===== config.mk =====
export PLATFORM = sky130hd
export DESIGN_NAME = tcce_ctrl
export DESIGN_NICKNAME = d
export VERILOG_FILES = /design/src/rtl/tcce_pkg.sv /design/src/rtl/tcce_ctrl.sv
export SDC_FILE = /design/constraint.sdc
export NUM_CORES = 1
export LEC_CHECK = 0
export BUFFER_PORTS_ARGS = -buffer_cell sky130_fd_sc_hd__buf_2
export CAP_MARGIN = 40
export CORE_AREA = 2 2 39 41
export CTS_CLUSTER_SIZE = 16
export DETAILED_ROUTE_END_ITERATION = 8
export DIE_AREA = 0 0 41 43
export GPL_ROUTABILITY_DRIVEN = 0
export GPL_TIMING_DRIVEN = 0
export PLACE_DENSITY = 0.43
export REMOVE_ABC_BUFFERS = 1
export SLEW_MARGIN = 20
export SYNTH_ARGS = -nofsm -noshare
export SYNTH_HDL_FRONTEND = slang
export SYNTH_SLANG_ARGS = --single-unit

===== constraint.sdc =====
create_clock -name i_clk -period 3.7 [get_ports i_clk]
set_input_delay 0.185 -clock i_clk [delete_from_list [all_inputs] [get_ports i_clk]]
set_output_delay 0.185 -clock i_clk [all_outputs]
set_load 0.005 [all_outputs]

===== src/rtl/tcce_pkg.sv =====
// shared constants, codes and control types for the text console cursor engine
package tcce_pkg;

    // screen geometry
    localparam int COLUMNS = 80;
    localparam int ROWS    = 25;
    localparam int CELLS   = COLUMNS * ROWS;

    // field widths
    localparam int CHAR_W = 8;
    localparam int IDX_W  = 11;
    localparam int POS_W  = 11;
    localparam int CELL_W = 16;
    localparam int CLR_W  = 4;

    // internal widths
    localparam int COL_W  = $clog2(COLUMNS);
    localparam int NC_W   = $clog2(COLUMNS + 4);
    localparam int ROW_W  = (ROWS > 2) ? $clog2(ROWS) : 1;
    localparam int NR_W   = ROW_W + 1;
    localparam int ADDR_W = $clog2(CELLS);
    localparam int SUM_W  = ((IDX_W > ADDR_W) ? IDX_W : ADDR_W) + 1;

    localparam int TAB_STEP = 4;

    localparam logic [CELL_W-1:0] BLANK_CELL = 16'h0F00;

    // commands
    localparam logic CMD_PUT  = 1'b0;
    localparam logic CMD_READ = 1'b1;

    // control bytes
    localparam logic [CHAR_W-1:0] CH_TAB = 8'h09;
    localparam logic [CHAR_W-1:0] CH_LF  = 8'h0A;
    localparam logic [CHAR_W-1:0] CH_VT  = 8'h0B;
    localparam logic [CHAR_W-1:0] CH_FF  = 8'h0C;
    localparam logic [CHAR_W-1:0] CH_CR  = 8'h0D;

    // register indexes
    localparam logic REG_FG = 1'b0;
    localparam logic REG_BG = 1'b1;

    localparam int PADDR_W = 3;

    // controller to datapath
    typedef struct packed {
        logic load_in;
        logic exec;
        logic clear_step;
        logic sweep_step;
        logic out_load;
    } t_dp_cmd;

    // datapath to controller
    typedef struct packed {
        logic scroll;
        logic clear_last;
        logic row_last;
        logic out_free;
    } t_dp_sts;

endpackage


===== src/rtl/tcce_ctrl.sv =====
// controller state machine: clearing pass, item sequencing, line blanking
module tcce_ctrl (
    input  logic              i_clk,
    input  logic              i_rst_n,
    input  logic              i_in_valid,
    output logic              o_in_stall,
    input  tcce_pkg::t_dp_sts i_sts,
    output tcce_pkg::t_dp_cmd o_cmd
);

    typedef enum logic [4:0] {
        S_CLEAR  = 5'b00001,
        S_IDLE   = 5'b00010,
        S_EXEC   = 5'b00100,
        S_SWEEP  = 5'b01000,
        S_RESULT = 5'b10000
    } t_state;

    t_state r_state;
    t_state n_state;

    always_comb begin
        n_state = r_state;
        o_cmd   = '0;
        case (r_state)
            S_CLEAR: begin
                o_cmd.clear_step = 1'b1;
                if (i_sts.clear_last) begin
                    n_state = S_IDLE;
                end
            end
            S_IDLE: begin
                if (i_in_valid) begin
                    o_cmd.load_in = 1'b1;
                    n_state       = S_EXEC;
                end
            end
            S_EXEC: begin
                o_cmd.exec = 1'b1;
                n_state    = i_sts.scroll ? S_SWEEP : S_RESULT;
            end
            S_SWEEP: begin
                o_cmd.sweep_step = 1'b1;
                if (i_sts.row_last) begin
                    n_state = S_RESULT;
                end
            end
            S_RESULT: begin
                if (i_sts.out_free) begin
                    o_cmd.out_load = 1'b1;
                    n_state        = S_IDLE;
                end
            end
            default: begin
                n_state = S_IDLE;
            end
        endcase
    end

    always_ff @(posedge i_clk) begin
        if (!i_rst_n) begin
            r_state <= S_CLEAR;
        end else begin
            r_state <= n_state;
        end
    end

    assign o_in_stall = (r_state != S_IDLE);

`ifndef NO_ASSERTIONS
    a_state_onehot: assert property (@(posedge i_clk) disable iff (!i_rst_n)
        $onehot(r_state))
        else $error("state register not one-hot");

    a_accept_exec: assert property (@(posedge i_clk) disable iff (!i_rst_n)
        (r_state == S_IDLE) && i_in_valid |=> (r_state == S_EXEC))
        else $error("accepted transfer not executed next cycle");

    a_scroll_sweep: assert property (@(posedge i_clk) disable iff (!i_rst_n)
        (r_state == S_EXEC) && i_sts.scroll |=> (r_state == S_SWEEP))
        else $error("scroll without line blanking");

    a_sweep_done: assert property (@(posedge i_clk) disable iff (!i_rst_n)
        (r_state == S_SWEEP) && i_sts.row_last |=> (r_state == S_RESULT))
        else $error("line blanking did not end at the row boundary");
`endif

endmodule


==> results of run 1 <==
## metrics by stage
stage | area (um2) | util | hold WS [ns]
after CTS | 437 | 0.316 | 0.156
after global routing | 437 | 0.316 | 0.153
after detailed placement | 410 | 0.297 | 0.409
after floorplan | 330 | - | 0.252
final | 437 | 0.316 | 0.159
after global placement | 410 | 0.297 | 0.410
## worst max-delay path, stage by stage, from the launching register on
cell and delay (ns):
dfxtp_1 0.37, or2_1 0.31, nor4b_2 0.32, and2_1 0.18, buf_2 0.11
## routing by layer
| metal | vias to the layer above | wire, um |
|---|---|---|
| met1 | 141 | 331 |
| met2 | 16 | 325 |
| li1 | 170 | - |
| met3 | 0 | 69 |
| met4 | 0 | 0 |
| met5 | - | 0 |
## final timing paths
kind                      to  slack [ns]
hold reg to reg   r_state[0]        0.60
setup / recovery    o_cmd[4]        1.97
hold / removal    r_state[0]        0.16
setup reg to reg  r_state[1]        2.17
## final cells by class
type / instances / area [um2] / share of cell area
Clock buffer: 4 / 26.3 / 0.0602
Inverter: 2 / 7.51 / 0.0172
Multi-Input combinational cell: 29 / 223 / 0.510
Timing Repair Buffer: 12 / 60.1 / 0.138
Tap cell: 16 / 20.0 / 0.0458
Sequential cell: 5 / 100 / 0.229
## power breakdown
group	total (mW)	switching, mW	internal (mW)
sequential	0.0612	0.00440	0.0568
clock	0.0645	0.0236	0.0408
combinational	0.0244	0.0122	0.0123
## layout by cell type (no fill, tap or decap), drive strengths merged, types with 2 or more instances in the layout
cell	netlist	routed
inv	2	2
and2	2	2
clkbuf	0	4
nand2	2	2
or2	2	2
dfxtp	5	5
buf	1	12
nor4b	3	3
nand2b	2	2
nor2	2	2
nor3	2	2
## cells by family (layout without fill, tap and decap cells)
family	Yosys count	count (layout)	share of synthesized area
compound gates	7	7	0.202
flops	5	5	0.299
buf+inv	3	18	0.0373
simple gates	21	21	0.437
xor+xnor	1	1	0.0261
==> impl_metrics.ini, run 1 <==
[run_status]
status = finished clean

[cts]
cts_sinks = 5
cts-root-buf = clkbuf_4
cts_max_level = 1
clock_latency_ns = 0.25
cts.clk_slew.worst_paths_ns = 0.05
ctsResizeCount = 0
cts.path.max_buffers = 2
ctsHoldBuffers = 0
cts_setup_buffers = 0
numCtsBuffers = 3
cts_tree = done

[sta]
period_minus_slack_ns = 1.73
tightest_slew_ns = 0.374
rsz0062_at_grt = no
fin_crit_sh = 0.467
finalSetupTns_ns = 0
final-max-slew-violation-count = 0
worst_slack_ns = 1.97
hold_viol = 0
slew_headroom = 0.747
fmax_ghz = 0.579
clock_skew_ns = 0.00774
setup_violations = 0

[synthesis]
yosysTopAreaCellShare = 0.299
syn_avg_cell_area_um2 = 9.06
synth_edf_count = 0
yosys_warnings = 0
async_reset_ff_frac = 0
synth_most_common_cell = dfxtp_1
netlist_area_um2 = 335
synth_cells = 37
synth_area_leaders = dfxtp_1 30%, nor4b_2 9.0%, o41ai_2 4.9%
ys_seq_elements = 5
synth_cell_types = 25
yosys.area.top_type = dfxtp_1
synth-seq-area-share = 0.299
synth_ff_type = dfxtp_1

[hold_path]
holdPathStages = 2
min_path_type = input pin to flop
worstHoldStart = i_rst_n

[layout]
syn_to_final_growth_pct = 30.2
reg_top3 = r_state (5)
drive_gt1_frac = 0.365
largest_register_ffs = 5
diodes = 0
final_nets = 60
fillCellCount = 151
top_register = r_state
fin_cells = 68

[run]
drv_cap = 0

[critical_path]
worstPathMaxFanout = 8
r2r-start = r_state[1]
start_kind = flop
crit_required_ns = 3.51
worstPathArrival_ns = 1.54
cp-end-kind = output port
crit_start = r_state[3]
reg2reg_depth = 4
critical_path_class = flop to output port

[placed_design]
dp_hpwl_um = 557
io_buffers = 12
dp_cells = 64
dp_slack_ns = 2.17

[drt]
vias_per_cell = 4.81
ant_nets = 0
wl_um = 726
drt_first_pass_iters = 4
num_vias = 327
drt_iter0_markers = 10
routedWlPerCell_um = 10.7
drc = 0

[die]
fp-row-count = 14
dieArea_um2 = 1760
io_pins = 13
fp.dieW_um = 41
fp.dieH_um = 43
start_util = 0.242
core_area_um2 = 1380

[power_and_ir_drop]
power.total_mw = 0.150
power.density_nw_per_um2 = 344
vdd_drop_max_uv = 197
p_leak_nw = 0.179

[global_route]
use_met2 = 0.128
grt_use_total = 0.106
busiest_layer = met1
met1_usage = 0.139
antenna_found_initial = 0
grt.overflow.total = 0
grt_pass1_vias = 269
grt_max_degree = 10
grt_pass1_wl_mm = 1.21
use_met3 = 0.0942
(Power assumes the default switching activity.)
==> run 2, diff against run 1 <==
- ABC_AREA: not set -> 1
- clock period: 3.7 -> 1.4 ns (I/O delays scaled with it)
==> impl_metrics.ini, run 2 <==
[sta]
worst_slack_ns = 0.0966
fin_crit_sh = 0.931
clock_skew_ns = 0.000222
rsz0062_at_grt = no
hold_viol = 0
finalSetupTns_ns = 0
setup_violations = 0
tightest_slew_ns = 0.207
period_minus_slack_ns = 1.30
final-max-slew-violation-count = 0
fmax_ghz = 0.767
slew_headroom = 0.861

[synthesis]
synth-seq-area-share = 0.311
synth_area_leaders = dfxtp_1 31%, inv_1 13%, nand2_1 9.3%
yosys_warnings = 0
synth_edf_count = 0
synth_most_common_cell = inv_1
synth_common_cells = 11 x inv_1, 8 x nand2_1, 6 x nor2_1
ys_seq_elements = 5
synth_cells = 49
yosysTopAreaCellShare = 0.311
syn_avg_cell_area_um2 = 6.56
async_reset_ff_frac = 0
synth_cell_types = 14
synth_ff_type = dfxtp_1
yosys.area.top_type = dfxtp_1
netlist_area_um2 = 322

[drt]
drt_iter0_markers = 10
routedWlPerCell_um = 8.63
num_vias = 352
drt_first_pass_iters = 4
vias_per_cell = 4.35
drc = 0
wl_um = 699
ant_nets = 0

[layout]
final_nets = 73
drive_gt1_frac = 0.385
largest_register_ffs = 5
reg_top3 = r_state (5)
top_register = r_state
layout_common_cells = 12 x buf_2, 11 x inv_1, 8 x nand2_1
fillCellCount = 144
syn_to_final_growth_pct = 35.0
diodes = 0
mostFrequentLayoutCell = buf_2

[critical_path]
r2r-start = r_state[3]
cp-end-kind = output port
slowest_stage = dfxtp_1
worstPathMaxFanout = 5
cp_top_family = simple AND/OR/NAND/NOR gates
crit_chain = nor2_4 > inv_1 > nor2_2 > inv_2 > nor2_1 > buf_2
crit_required_ns = 1.33
r2r_end = r_state[1]
critPathMaxStageDelay_ns = 0.35
crit_buf_inv = 3
worstPathArrival_ns = 1.23
start_kind = flop
reg2reg_depth = 7
critical_path_class = flop to output port
reg2reg_slack_ns = 0.31

[die]
core_area_um2 = 1380
fp-row-count = 14
start_util = 0.232
fp.dieW_um = 41
io_pins = 13
fp.dieH_um = 43
dieArea_um2 = 1760

[global_route]
grt.overflow.total = 0
grt_pass1_vias = 291
grt_pass1_wl_mm = 1.12
grt_use_total = 0.0985
grt_max_degree = 7
antenna_found_initial = 0

[placed_design]
dp_hpwl_um = 576
dp_slack_ns = 0.312
io_buffers = 12

[cts]
ctsResizeCount = 0
cts_sinks = 5
cts.clk_slew.worst_paths_ns = 0.04
cts-root-buf = clkbuf_4
cts.path.max_buffers = 2
ctsHoldBuffers = 0
clock_latency_ns = 0.24
cts_setup_buffers = 0
cts_max_level = 1
cts_tree = done
numCtsBuffers = 3

[hold_path]
min_path_type = input pin to flop
holdPathStages = 2
hold_end = r_state[0]
worstHoldStart = i_rst_n

[power_and_ir_drop]
power.density_nw_per_um2 = 911
vdd_drop_max_uv = 311
p_leak_nw = 0.250

[run_status]
status = finished clean

[run]
drv_cap = 0
-- run 2: worst max-delay path by stage --
stage               cells after the start         end       start  slack [ns]
floorplan                               7  r_state[1]  r_state[1]        0.42
global placement                        6    o_cmd[4]  r_state[2]        0.30
global route                            6    o_cmd[4]  r_state[2]       0.007
finish                                  6    o_cmd[4]  r_state[2]         0.1
CTS                                     6    o_cmd[4]  r_state[2]        0.04
detailed placement                      6    o_cmd[4]  r_state[2]        0.31
-- run 2: area by class of cell --
class                   count  area, um2  share of cell area
multi-input cells          31        178               0.409
flip-flops and latches      5        101               0.233
well taps                  16       20.0              0.0461
clock buffers               4       26.3              0.0605
inverters                  13       48.8               0.112
repair buffers             12       60.1               0.138
-- run 2: worst register-to-register path, cell delays in order, from the launching register on --
cell,delay (ns)
dfxtp_1,0.36
inv_1,0.08
nor2_1,0.15
nand3_1,0.14
nand2_1,0.10
nor2_1,0.04
nand2_1,0.06
a21oi_1,0.05
-- run 2: logic make-up after synthesis --
logic type	after synthesis	synth area share
DFF	5	0.311
and+or+nand+nor	27	0.475
buffers and inverters	13	0.152
AOI/OAI and AO/OA	4	0.0622
-- run 2: metrics by stage --
step	utilization	total power, mW	hold WS [ns]	cells	cell area (um2)
6_report	0.314	0.396	0.000333	81	434
5_1_grt	0.314	0.415	0.00865	81	434
4_1_cts	0.309	0.399	0.00192	81	428
3_5_place_dp	0.290	0.227	0.258	77	402
3_3_place_gp	0.290	0.227	0.251	77	402
2_1_floorplan	-	0.204	0.140	49	322
-- run 2: where the power goes --
group | switching [mW] | internal, mW
logic | 0.0368 | 0.0284
clock network | 0.0618 | 0.108
registers | 0.00955 | 0.151
total | 0.108 | 0.287
-- run 2: metal layers --
layer	GRT usage	share of wire	up-vias	wire (um)
met1	0.126	0.48	147	333
met2	0.119	0.41	12	285
met3	0.0157	0.060	4	42
li1	-	-	189	-
met5	0	0	-	0
met4	0.120	0.054	0	38
==> run 3, diff against run 2 <==
- ABC_AREA: 1 -> not set
- PLACE_DENSITY: 0.43 -> 0.44
==> impl_metrics.ini, run 3 (same netlist as run 1, synthesis figures left out) <==
[run_status]
status = complete, but fails checks
failed_checks = negative setup slack

[sta]
worst_slack_ns = -0.0791
final-max-slew-violation-count = 0
fmax_ghz = 0.676
rsz0062_at_grt = yes
fin_crit_sh = 1.06
finalSetupTns_ns = -0.135
period_minus_slack_ns = 1.48
clock_skew_ns = 0.00179
slew_headroom = 0.799
setup_violations = 2
hold_viol = 0
tightest_slew_ns = 0.302

[layout]
syn_to_final_growth_pct = 75.4
postLayoutCoreUtil = 0.425
largest_register_ffs = 5
top_register = r_state
regArea_um2 = 114
reg_top3 = r_state (5)
layout_common_cells = 12 x buf_2, 7 x buf_4, 3 x nor4b_4, 3 x clkbuf_4, 3 x dfxtp_4
diodes = 0
fillCellCount = 137
final_nets = 68
drive_gt1_frac = 0.633
multi_input_area_um2 = 297
mostFrequentLayoutCell = buf_2

[power_and_ir_drop]
power.density_nw_per_um2 = 753
vdd_drop_max_uv = 456
p_leak_nw = 0.237

[hold_path]
holdPathStages = 2
min_path_type = input pin to flop
worstHoldStart = i_rst_n
hold_end = r_state[0]

[critical_path]
r2r_end = r_state[4]
worstPathArrival_ns = 1.60
reg2reg_slack_ns = -0.08
cp_top_family = simple AND/OR/NAND/NOR gates
cp-end-kind = flop
r2r-start = r_state[1]
start_kind = flop
worstPathMaxFanout = 5
slowest_stage = or4_1
critPathMaxStageDelay_ns = 0.48
crit_required_ns = 1.52
critical_path_class = flop to flop
crit_chain = or2_4 > or4_1 > a31oi_1 > nor2b_1
reg2reg_depth = 4
crit_buf_inv = 0

[global_route]
grt_max_degree = 10
grt_pass1_vias = 330
grt.overflow.total = 0
antenna_found_initial = 0
grt_use_total = 0.111
grt_pass1_wl_mm = 1.31

[die]
start_util = 0.242
fp.dieH_um = 43
io_pins = 13
dieArea_um2 = 1760
fp-row-count = 14
fp.dieW_um = 41
core_area_um2 = 1380

[cts]
cts-root-buf = clkbuf_4
numCtsBuffers = 3
ctsHoldBuffers = 0
cts_tree = done
cts.clk_slew.worst_paths_ns = 0.04
cts_max_level = 1
clock_latency_ns = 0.24
cts_sinks = 5
cts.path.max_buffers = 2

[drt]
drt_first_pass_iters = 2
routedWlPerCell_um = 11.6
vias_per_cell = 4.74
wl_um = 879
ant_nets = 0
num_vias = 360
drc = 0
drt_iter0_markers = 2

[placed_design]
dp_hpwl_um = 562
io_buffers = 12

[run]
drv_cap = 0
==> run 3: layout make-up <==
class / instances / share of cell area
multi-input cells: 29 / 0.504
repair buffers: 20 / 0.211
clock buffers: 4 / 0.0447
inverters: 2 / 0.0128
flip-flops and latches: 5 / 0.194
well taps: 16 / 0.0340
==> run 3: power by group <==
part           leakage (nW)  internal (mW)  switching, mW  total [mW]
clock                0.0150          0.108         0.0557       0.163
combinational         0.179         0.0661         0.0558       0.122
sequential           0.0435          0.148        0.00938       0.158
==> run 3: per-stage QoR <==
stage | power, mW | setup WS [ns] | cell area, um2 | cells | hold slack [ns]
floorplan | 0.203 | 0.00958 | 330 | 36 | 0.137
global route | 0.474 | -0.121 | 588 | 76 | 0.0454
finish | 0.443 | -0.0791 | 588 | 76 | 0.0583
global placement | 0.230 | -0.178 | 410 | 64 | 0.297
detailed placement | 0.229 | -0.122 | 410 | 64 | 0.293
CTS | 0.430 | -0.122 | 527 | 72 | 0.0470
==> run 3: layer usage <==
| layer | up-vias | global-route usage | share of wire |
|---|---|---|---|
| met4 | 0 | 0.0600 | 0 |
| li1 | 184 | - | - |
| met1 | 167 | 0.145 | 0.44 |
| met3 | 0 | 0.0314 | 0.047 |
| met2 | 9 | 0.156 | 0.52 |
| met5 | - | 0 | 0 |
==> run 3: worst max path at each step <==
stage                     from          to  slack, ns  depth (start not counted)
floorplan           r_state[1]  r_state[1]       0.01                          4
global placement    r_state[2]  r_state[1]      -0.18                          4
detailed placement  r_state[2]  r_state[1]      -0.12                          4
CTS                 r_state[3]    o_cmd[4]      -0.12                          4
global route        r_state[1]  r_state[4]      -0.12                          4
finish              r_state[1]  r_state[4]      -0.08                          4
==> run 3: timing repair <==
item                       in CTS  in global routing
buffers inserted                4                  4
pin swaps                       3                  2
setup endpoints to repair       6                  7
resized for setup              14                  6
